### src/hw/rtl/pqep_pkg.sv
`timescale 1ns / 1ps
`default_nettype none
package pqep_pkg;
  localparam int CORNERS_PER_QUAD = 4;
  localparam int PROJ_SCALE = 30;
  localparam int CFG_ROW_X = 0;
  localparam int CFG_ROW_Y = 1;
  localparam int CFG_ROW_Z = 2;
  localparam int CFG_CENTER = 3;
  localparam int ACC_W = 35;
  localparam int NUM_W = 43;
  localparam int Q_W = 44;

  typedef struct packed {
    logic start;
    logic signed [NUM_W-1:0] num;
    logic signed [ACC_W-1:0] den;
  } div_req_t;

  typedef struct packed {
    logic busy;
    logic done;
    logic signed [15:0] quot;
  } div_rsp_t;
endpackage
`default_nettype wire

### src/hw/rtl/pqep_divider.sv
`timescale 1ns / 1ps
`default_nettype none
// Restoring signed divider, truncating toward zero, saturated to 16 bits.
// Four quotient bits per cycle.
module pqep_divider (
  input  wire logic               clk,
  input  wire logic               rst_n,
  input  wire pqep_pkg::div_req_t req,
  output pqep_pkg::div_rsp_t      rsp
);
  localparam int NW = pqep_pkg::NUM_W;
  localparam int QW = pqep_pkg::Q_W;
  localparam int DW = pqep_pkg::ACC_W;
  localparam int STEPS = QW / 4;

  logic [QW-1:0] q_r, q_nxt;
  logic [DW:0] rem_r, rem_nxt;
  logic [DW-1:0] d_r;
  logic neg_r, busy_r, done_r;
  logic [3:0] cnt_r;
  logic [15:0] quot_r;
  logic [QW-1:0] qf;
  logic [QW:0] qs;

  always_comb begin
    logic [DW+1:0] t;
    q_nxt = q_r;
    rem_nxt = rem_r;
    for (int i = 0; i < 4; i++) begin
      t = {rem_nxt, q_nxt[QW-1]};
      q_nxt = {q_nxt[QW-2:0], 1'b0};
      if (t >= {2'b00, d_r}) begin
        t = t - {2'b00, d_r};
        q_nxt[0] = 1'b1;
      end
      rem_nxt = t[DW:0];
    end
  end

  assign qf = q_nxt;
  assign qs = neg_r ? -{1'b0, qf} : {1'b0, qf};

  always_ff @(posedge clk) begin
    if (!rst_n) begin
      busy_r <= 1'b0;
      done_r <= 1'b0;
      cnt_r <= '0;
    end else begin
      done_r <= 1'b0;
      if (req.start) begin
        busy_r <= 1'b1;
        cnt_r <= '0;
        neg_r <= req.num[NW-1] ^ req.den[DW-1];
        q_r <= req.num[NW-1] ? QW'(-{{(QW-NW){req.num[NW-1]}}, req.num})
                             : QW'(req.num);
        d_r <= req.den[DW-1] ? DW'(-req.den) : DW'(req.den);
        rem_r <= '0;
      end else if (busy_r) begin
        q_r <= q_nxt;
        rem_r <= rem_nxt;
        cnt_r <= cnt_r + 4'd1;
        if (cnt_r == 4'(STEPS - 1)) begin
          busy_r <= 1'b0;
          done_r <= 1'b1;
          if (!qs[QW] && qs[QW-1:15] != '0) quot_r <= 16'sh7FFF;
          else if (qs[QW] && qs[QW-1:15] != '1) quot_r <= 16'sh8000;
          else quot_r <= qs[15:0];
        end
      end
    end
  end

  assign rsp.busy = busy_r;
  assign rsp.done = done_r;
  assign rsp.quot = quot_r;
endmodule
`default_nettype wire

### src/hw/rtl/perspective_quad_edge_projector.sv
`timescale 1ns / 1ps
`default_nettype none
// Projects Q8.8 homogeneous vertices through a 3-row camera matrix and emits
// quad edges. After a vertex transfer, the multiply-accumulate steps run on one
// shared 16x16 multiplier. Two divisions follow on one shared divider. in_tready
// returns once the divisions are done and any edges of the corner (none for the
// first corner, one, or two at quad close) are accepted on out_tready. With zero
// depth the divisions are not waited on. Zero depth saturates the coordinate, or
// gives the center when its accumulator is zero, and sets depth_fault.
module perspective_quad_edge_projector (
  input  wire logic        clk,
  input  wire logic        rst_n,
  input  wire logic        in_tvalid,
  output logic             in_tready,
  input  wire logic [63:0] in_tdata,   // vx, vy, vz, vw
  output logic             out_tvalid,
  input  wire logic        out_tready,
  output logic [63:0] out_tdata,       // start_x, start_y, end_x, end_y
  output logic             out_tlast,  // quad_done
  output logic             out_tuser,  // depth_fault
  input  wire logic        cfg_we,
  input  wire logic [1:0]  cfg_index,
  input  wire logic [63:0] cfg_wdata
);
  localparam int AW = pqep_pkg::ACC_W;
  localparam int NW = pqep_pkg::NUM_W;

  typedef enum logic [2:0] {S_IDLE, S_MAC, S_DIVX, S_DIVY, S_OUT1, S_OUT2}
    state_t;

  state_t state_r;
  logic [63:0] rowx_r, rowy_r, rowz_r, v_r;
  logic [7:0] center_r;
  logic [3:0] mac_r;
  logic signed [AW-1:0] acc_r [3];
  logic signed [31:0] prod;
  logic signed [15:0] ca, cb;
  logic [1:0] cnt_r, faults_r;
  logic [15:0] fx_r, fy_r, px_r, py_r, cx_r, cy_r;
  logic zf;
  logic divst_r;
  pqep_pkg::div_req_t dreq;
  pqep_pkg::div_rsp_t drsp;
  logic signed [NW-1:0] numv;
  logic signed [AW-1:0] asel;
  logic [15:0] zres;

  always_comb begin
    logic [63:0] row;
    unique case (mac_r[3:2])
      2'd0: row = rowx_r;
      2'd1: row = rowy_r;
      default: row = rowz_r;
    endcase
    ca = row[16*mac_r[1:0] +: 16];
    cb = v_r[16*mac_r[1:0] +: 16];
  end
  assign prod = ca * cb;

  assign zf = (acc_r[2] == '0);
  assign asel = (state_r == S_DIVY) ? acc_r[1] : acc_r[0];
  assign numv = NW'($signed({1'b0, center_r})) * acc_r[2]
              - NW'(asel) * pqep_pkg::PROJ_SCALE;
  assign zres = (asel == '0) ? {8'd0, center_r} :
                asel[AW-1] ? 16'h7FFF : 16'h8000;
  assign dreq.start = divst_r;
  assign dreq.num = numv;
  assign dreq.den = acc_r[2];

  pqep_divider u_div (.clk(clk), .rst_n(rst_n), .req(dreq), .rsp(drsp));

  always_ff @(posedge clk) begin
    if (!rst_n) begin
      state_r <= S_IDLE;
      rowx_r <= 64'd256;
      rowy_r <= 64'd1 << 24;
      rowz_r <= 64'd1 << 40;
      center_r <= 8'd64;
      cnt_r <= '0;
      faults_r <= '0;
      fx_r <= '0; fy_r <= '0; px_r <= '0; py_r <= '0;
      divst_r <= 1'b0;
      out_tvalid <= 1'b0;
    end else begin
      divst_r <= 1'b0;
      if (cfg_we) begin
        unique case (cfg_index)
          2'(pqep_pkg::CFG_ROW_X): rowx_r <= cfg_wdata;
          2'(pqep_pkg::CFG_ROW_Y): rowy_r <= cfg_wdata;
          2'(pqep_pkg::CFG_ROW_Z): rowz_r <= cfg_wdata;
          default: center_r <= cfg_wdata[7:0];
        endcase
      end
      unique case (state_r)
        S_IDLE: if (in_tvalid) begin
          v_r <= in_tdata;
          mac_r <= '0;
          for (int i = 0; i < 3; i++) acc_r[i] <= '0;
          state_r <= S_MAC;
        end
        S_MAC: begin
          acc_r[mac_r[3:2]] <= acc_r[mac_r[3:2]] + AW'(prod);
          mac_r <= mac_r + 4'd1;
          if (mac_r == 4'd11) begin
            state_r <= S_DIVX;
            divst_r <= 1'b1;
          end
        end
        S_DIVX: if (zf) begin
          cx_r <= zres;
          state_r <= S_DIVY;
          divst_r <= 1'b1;
        end else if (drsp.done) begin
          cx_r <= drsp.quot;
          state_r <= S_DIVY;
          divst_r <= 1'b1;
        end
        S_DIVY: if (zf || drsp.done) begin
          logic [15:0] cy;
          cy = zf ? zres : drsp.quot;
          cy_r <= cy;
          if (cnt_r == 2'd0) begin
            fx_r <= cx_r; fy_r <= cy; px_r <= cx_r; py_r <= cy;
            faults_r <= {zf, zf};
            cnt_r <= 2'd1;
            state_r <= S_IDLE;
          end else begin
            out_tdata <= {cy, cx_r, py_r, px_r};
            out_tlast <= 1'b0;
            out_tuser <= faults_r[1] | zf;
            out_tvalid <= 1'b1;
            state_r <= S_OUT1;
          end
        end
        S_OUT1: if (out_tready) begin
          if (cnt_r >= 2'(pqep_pkg::CORNERS_PER_QUAD - 1)) begin
            out_tdata <= {fy_r, fx_r, cy_r, cx_r};
            out_tlast <= 1'b1;
            out_tuser <= faults_r[0] | zf;
            cnt_r <= '0;
            state_r <= S_OUT2;
          end else begin
            out_tvalid <= 1'b0;
            px_r <= cx_r; py_r <= cy_r;
            faults_r <= {zf, faults_r[0]};
            cnt_r <= cnt_r + 2'd1;
            state_r <= S_IDLE;
          end
        end
        S_OUT2: if (out_tready) begin
          out_tvalid <= 1'b0;
          state_r <= S_IDLE;
        end
        default: state_r <= S_IDLE;
      endcase
    end
  end

  assign in_tready = (state_r == S_IDLE);

`ifndef NO_ASSERTIONS
  a_busy_out: assert property (@(posedge clk) disable iff (!rst_n)
    out_tvalid |-> !in_tready) else $error("ready while result pending");
  a_last_cnt: assert property (@(posedge clk) disable iff (!rst_n)
    (out_tvalid && out_tlast) |-> cnt_r == 2'd0) else $error("count not cleared");
`endif
endmodule
`default_nettype wire

### config.mk
export PLATFORM = sky130hd
export DESIGN_NAME = perspective_quad_edge_projector
export DESIGN_NICKNAME = d
export VERILOG_FILES = /design/src/hw/rtl/pqep_pkg.sv /design/src/hw/rtl/pqep_divider.sv /design/src/hw/rtl/perspective_quad_edge_projector.sv
export SDC_FILE = /design/constraint.sdc
export NUM_CORES = 2
export LEC_CHECK = 0
export BUFFER_PORTS_ARGS = -buffer_cell sky130_fd_sc_hd__buf_4
export CAP_MARGIN = 20
export CORE_MARGIN = 4
export CORE_UTILIZATION = 55
export DETAILED_ROUTE_END_ITERATION = 16
export GPL_ROUTABILITY_DRIVEN = 0
export PLACE_DENSITY = 0.72
export REMOVE_ABC_BUFFERS = 1
export SLEW_MARGIN = 20
export SYNTH_ARGS = -nofsm -noshare
export SYNTH_HDL_FRONTEND = slang
export SYNTH_SLANG_ARGS = --single-unit
### constraint.sdc
create_clock -name clk -period 15.6 [get_ports clk]
set_input_delay 0.78 -clock clk [delete_from_list [all_inputs] [get_ports clk]]
set_output_delay 0.78 -clock clk [all_outputs]
set_load 0.03 [all_outputs]
==> run_results.csv <==
group,metric,value,unit
floorplanning,die_width,355,µm
cts,clock_insertion_delay_worst_skew,0.70,ns
status,outcome,"completed",
cts,postCtsHoldBufs,0,
logic_synthesis,synthArstFlopShare,0,%
place,io_buffers,202,
cells_and_area,area_growth,9.33,%
cts,h-tree-depth,3,
place,placed_area,69000,µm²
critical_path,worst-setup-path-type,"register to register",
cells_and_area,nets,8557,
logic_synthesis,netlist.top_cell.by_area,"edfxtp_1",
sta,slew_headroom,7.50,%
cells_and_area,final_cell_area,72300,µm²
detailed_routing,drt_first_pass_iters,6,
critical_path,crit_fanout,28,
logic_synthesis,synth_seq_cells,719,
logic_synthesis,ys.flop_type,"edfxtp_1",
cells_and_area,multiInputGateArea,43000,µm²
detailed_routing,detail-route-antenna-nets,0,
detailed_routing,wl_met1,72.1,mm
sta,finalSetupViolations,0,
logic_synthesis,syn_area_per_cell,9.06,µm²
worst_hold_path,hp-start,"in_tdata[53]",
grt,grt_pass1_wl,277,mm
cells_and_area,drive_above_1_share,9.06,%
critical_path,cpPeakStageDelay,0.69,ns
logic_synthesis,ys_types,96,
sta,finClkSkew,0.0688,ns
critical_path,crit_required,16.00,ns
worst_hold_path,whs_endpoint,"v_r[53]",
detailed_routing,vias_per_cell,5.77,
logic_synthesis,synth.area.top_cells,"edfxtp_1 (20%), fa_1 (19%), dfxtp_1 (8.5%)",
detailed_routing,initialDrtViolationCount,4642,
logic_synthesis,synth_top_area_share,19.9,%
cells_and_area,fillers,9928,
floorplanning,core_area,119000,µm²
detailed_routing,post_drt_wl_per_cell,18.9,µm
grt,grt_pass1_vias,52400,
cells_and_area,regArea,18800,µm²
logic_synthesis,synth_common_cells,"nand2_1 (1219), inv_1 (883), fa_1 (634), a21oi_1 (578), nor2_1 (569)",
critical_path,critPathSlowestCell,"or4b_2",
cts,path_clk_slew,0.06,ns
cts,cts_tree,"built",
sta,finalCritPeriodShare,96.8,%
floorplanning,die_h,355,µm
cts,cts_made_buffers,80,
sta,finalMaxSlewViolations,0,
worst_hold_path,hp-class,"primary input to register",
cts,cts_sinks,719,
critical_path,critical_path_arrival,15.50,ns
logic_synthesis,synth-edff-count,438,
logic_synthesis,yosysWarnings,0,
detailed_routing,routed_wl,171,mm
detailed_routing,wl_met2,77.9,mm
cts,cts_max_path_buffers,3,
job,max-cap-violations,0,
critical_path,r2r_cells,58,
critical_path,r2r_end,"u_div.quot_r[14]",
critical_path,r2r_start,"u_div.d_r[1]",
floorplanning,rows,126,
detailed_routing,drc_errors,0,
detailed_routing,routed.top_layer,"met5",
detailed_routing,route.met3.wl,14.8,mm
cts,cts_root_buf,"clkbuf_16",
logic_synthesis,seq_area_frac_synth,28.4,%
grt,grt_max_degree,168,
grt,grt.overflow.total,0,
grt,grt_usage,27.1,%
sta,fmax,66.2,MHz
place,hpwl,129,mm
logic_synthesis,synth_most_common_cell,"nand2_1",
floorplanning,initial_core_util,55.7,%
sta,finalCriticalPeriod,15.10,ns
critical_path,r2r_slack,0.50,ns
sta,worst_pin_slew,1.38,ns
logic_synthesis,synth_cells,7302,
floorplanning,io_pins,203,
detailed_routing,vias,52000,
worst_hold_path,min_path_cells,1,
critical_path,end_kind,"register",
sta,timing_hold_violations_final,0,
critical_path,cp-start-kind,"register",
floorplanning,die-area,126000,µm²
logic_synthesis,syn_area,66100,µm²
grt,grt_antenna_before_repair,5,
[cells in the final DEF, fill, tap and decap left out, types with 206 or more instances in the layout]
cell         n
dfxtp_1    279
buf_4      292
nor2_1     565
nand2_1   1218
edfxtp_1   438
ha_1       432
a21oi_1    571
xnor2_1    206
fa_1       634
o21ai_0    224
inv_1      881
[cell type report]
cell class	count	share of cell area, %
inverter	886	4.62
sequential	719	26.0
tap	1600	2.77
clock inverter	49	0.928
clock buffer	100	3.03
multi-input combinational	5369	59.5
antenna	2	0.00692
timing repair buffer	297	3.15
[what timing repair did]
action                     in CTS  in global routing
buffers inserted                3                 16
setup endpoints to repair      15                 15
gates cloned                    0                  4
resized for setup               2                 38
hold endpoints to repair        0                  0
pin swaps                       0                 12
[worst max path at each step]
stage / from / endpoint / slack [ns] / cells after the start
final: u_div.d_r[1] / u_div.quot_r[14] / 0.50 / 58
after global routing: u_div.q_r[43] / u_div.quot_r[1] / -0.09 / 64
after CTS: u_div.d_r[1] / u_div.quot_r[1] / 0.12 / 56
after detailed placement: u_div.d_r[1] / u_div.quot_r[1] / -0.19 / 55
after global placement: u_div.d_r[1] / u_div.quot_r[3] / 0.22 / 57
after floorplan: u_div.d_r[1] / u_div.quot_r[1] / -1.05 / 54
[through the flow]
step / util, % / setup TNS, ns / setup WS (ns) / std cells / hold slack, ns
4_1_cts: 60.6 / 0 / 0.118 / 9000 / 0.240
2_1_floorplan: - / -15.35 / -1.05 / 6971 / 0.432
3_3_place_gp: 58.1 / 0 / 0.220 / 8848 / 0.438
5_1_grt: 60.9 / -0.899 / -0.0894 / 9020 / 0.231
6_report: 60.9 / 0 / 0.504 / 9022 / 0.271
3_5_place_dp: 58.1 / -2.40 / -0.189 / 8848 / 0.446
[metal layers]
layer	vias up	global-route usage, %
met5	-	0
met4	4	8.56
met3	366	5.24
met2	2051	43.5
met1	25400	37.4
li1	24200	-
[state kept, by name, summed over array words and instances (netlist names), 3 cells and up, named ones only]
register      flops
px_r             16
rowz_r           64
py_r             16
rowy_r           64
mac_r             4
center_r          8
acc_r           140
u_div.rem_r      36
cx_r             16
out_tdata        64
state_r           3
rowx_r           64
cy_r             16
v_r              64
u_div.q_r        44
u_div.cnt_r       4
u_div.quot_r     16
fy_r             16
fx_r             16
u_div.d_r        35
[worst max-delay path, delay by kind of cell, from the launching register on]
family,cells,cell delay (ns)
simple gates,18,4.29
fa+ha+maj,5,1.63
compound gates,22,5.32
mux,4,1.42
flops,1,0.42
buf+inv,9,1.67
[cells by family (layout without fill, tap and decap cells)]
logic type / Yosys count / after routing / share of synthesized area (%)
and+or+nand+nor: 2461 / 2463 / 16.5
AOI/OAI and AO/OA: 1247 / 1248 / 11.4
buffers and inverters: 1217 / 1332 / 6.99
adders and majority gates: 1069 / 1069 / 27.4
DFF: 719 / 719 / 28.4
xor gates and xnor gates: 342 / 342 / 4.55
muxes: 247 / 247 / 4.79
other: 0 / 2 / 0
Power is not shown: default switching activity piles up to over one toggle a cycle in this logic, so the estimate is an artifact.
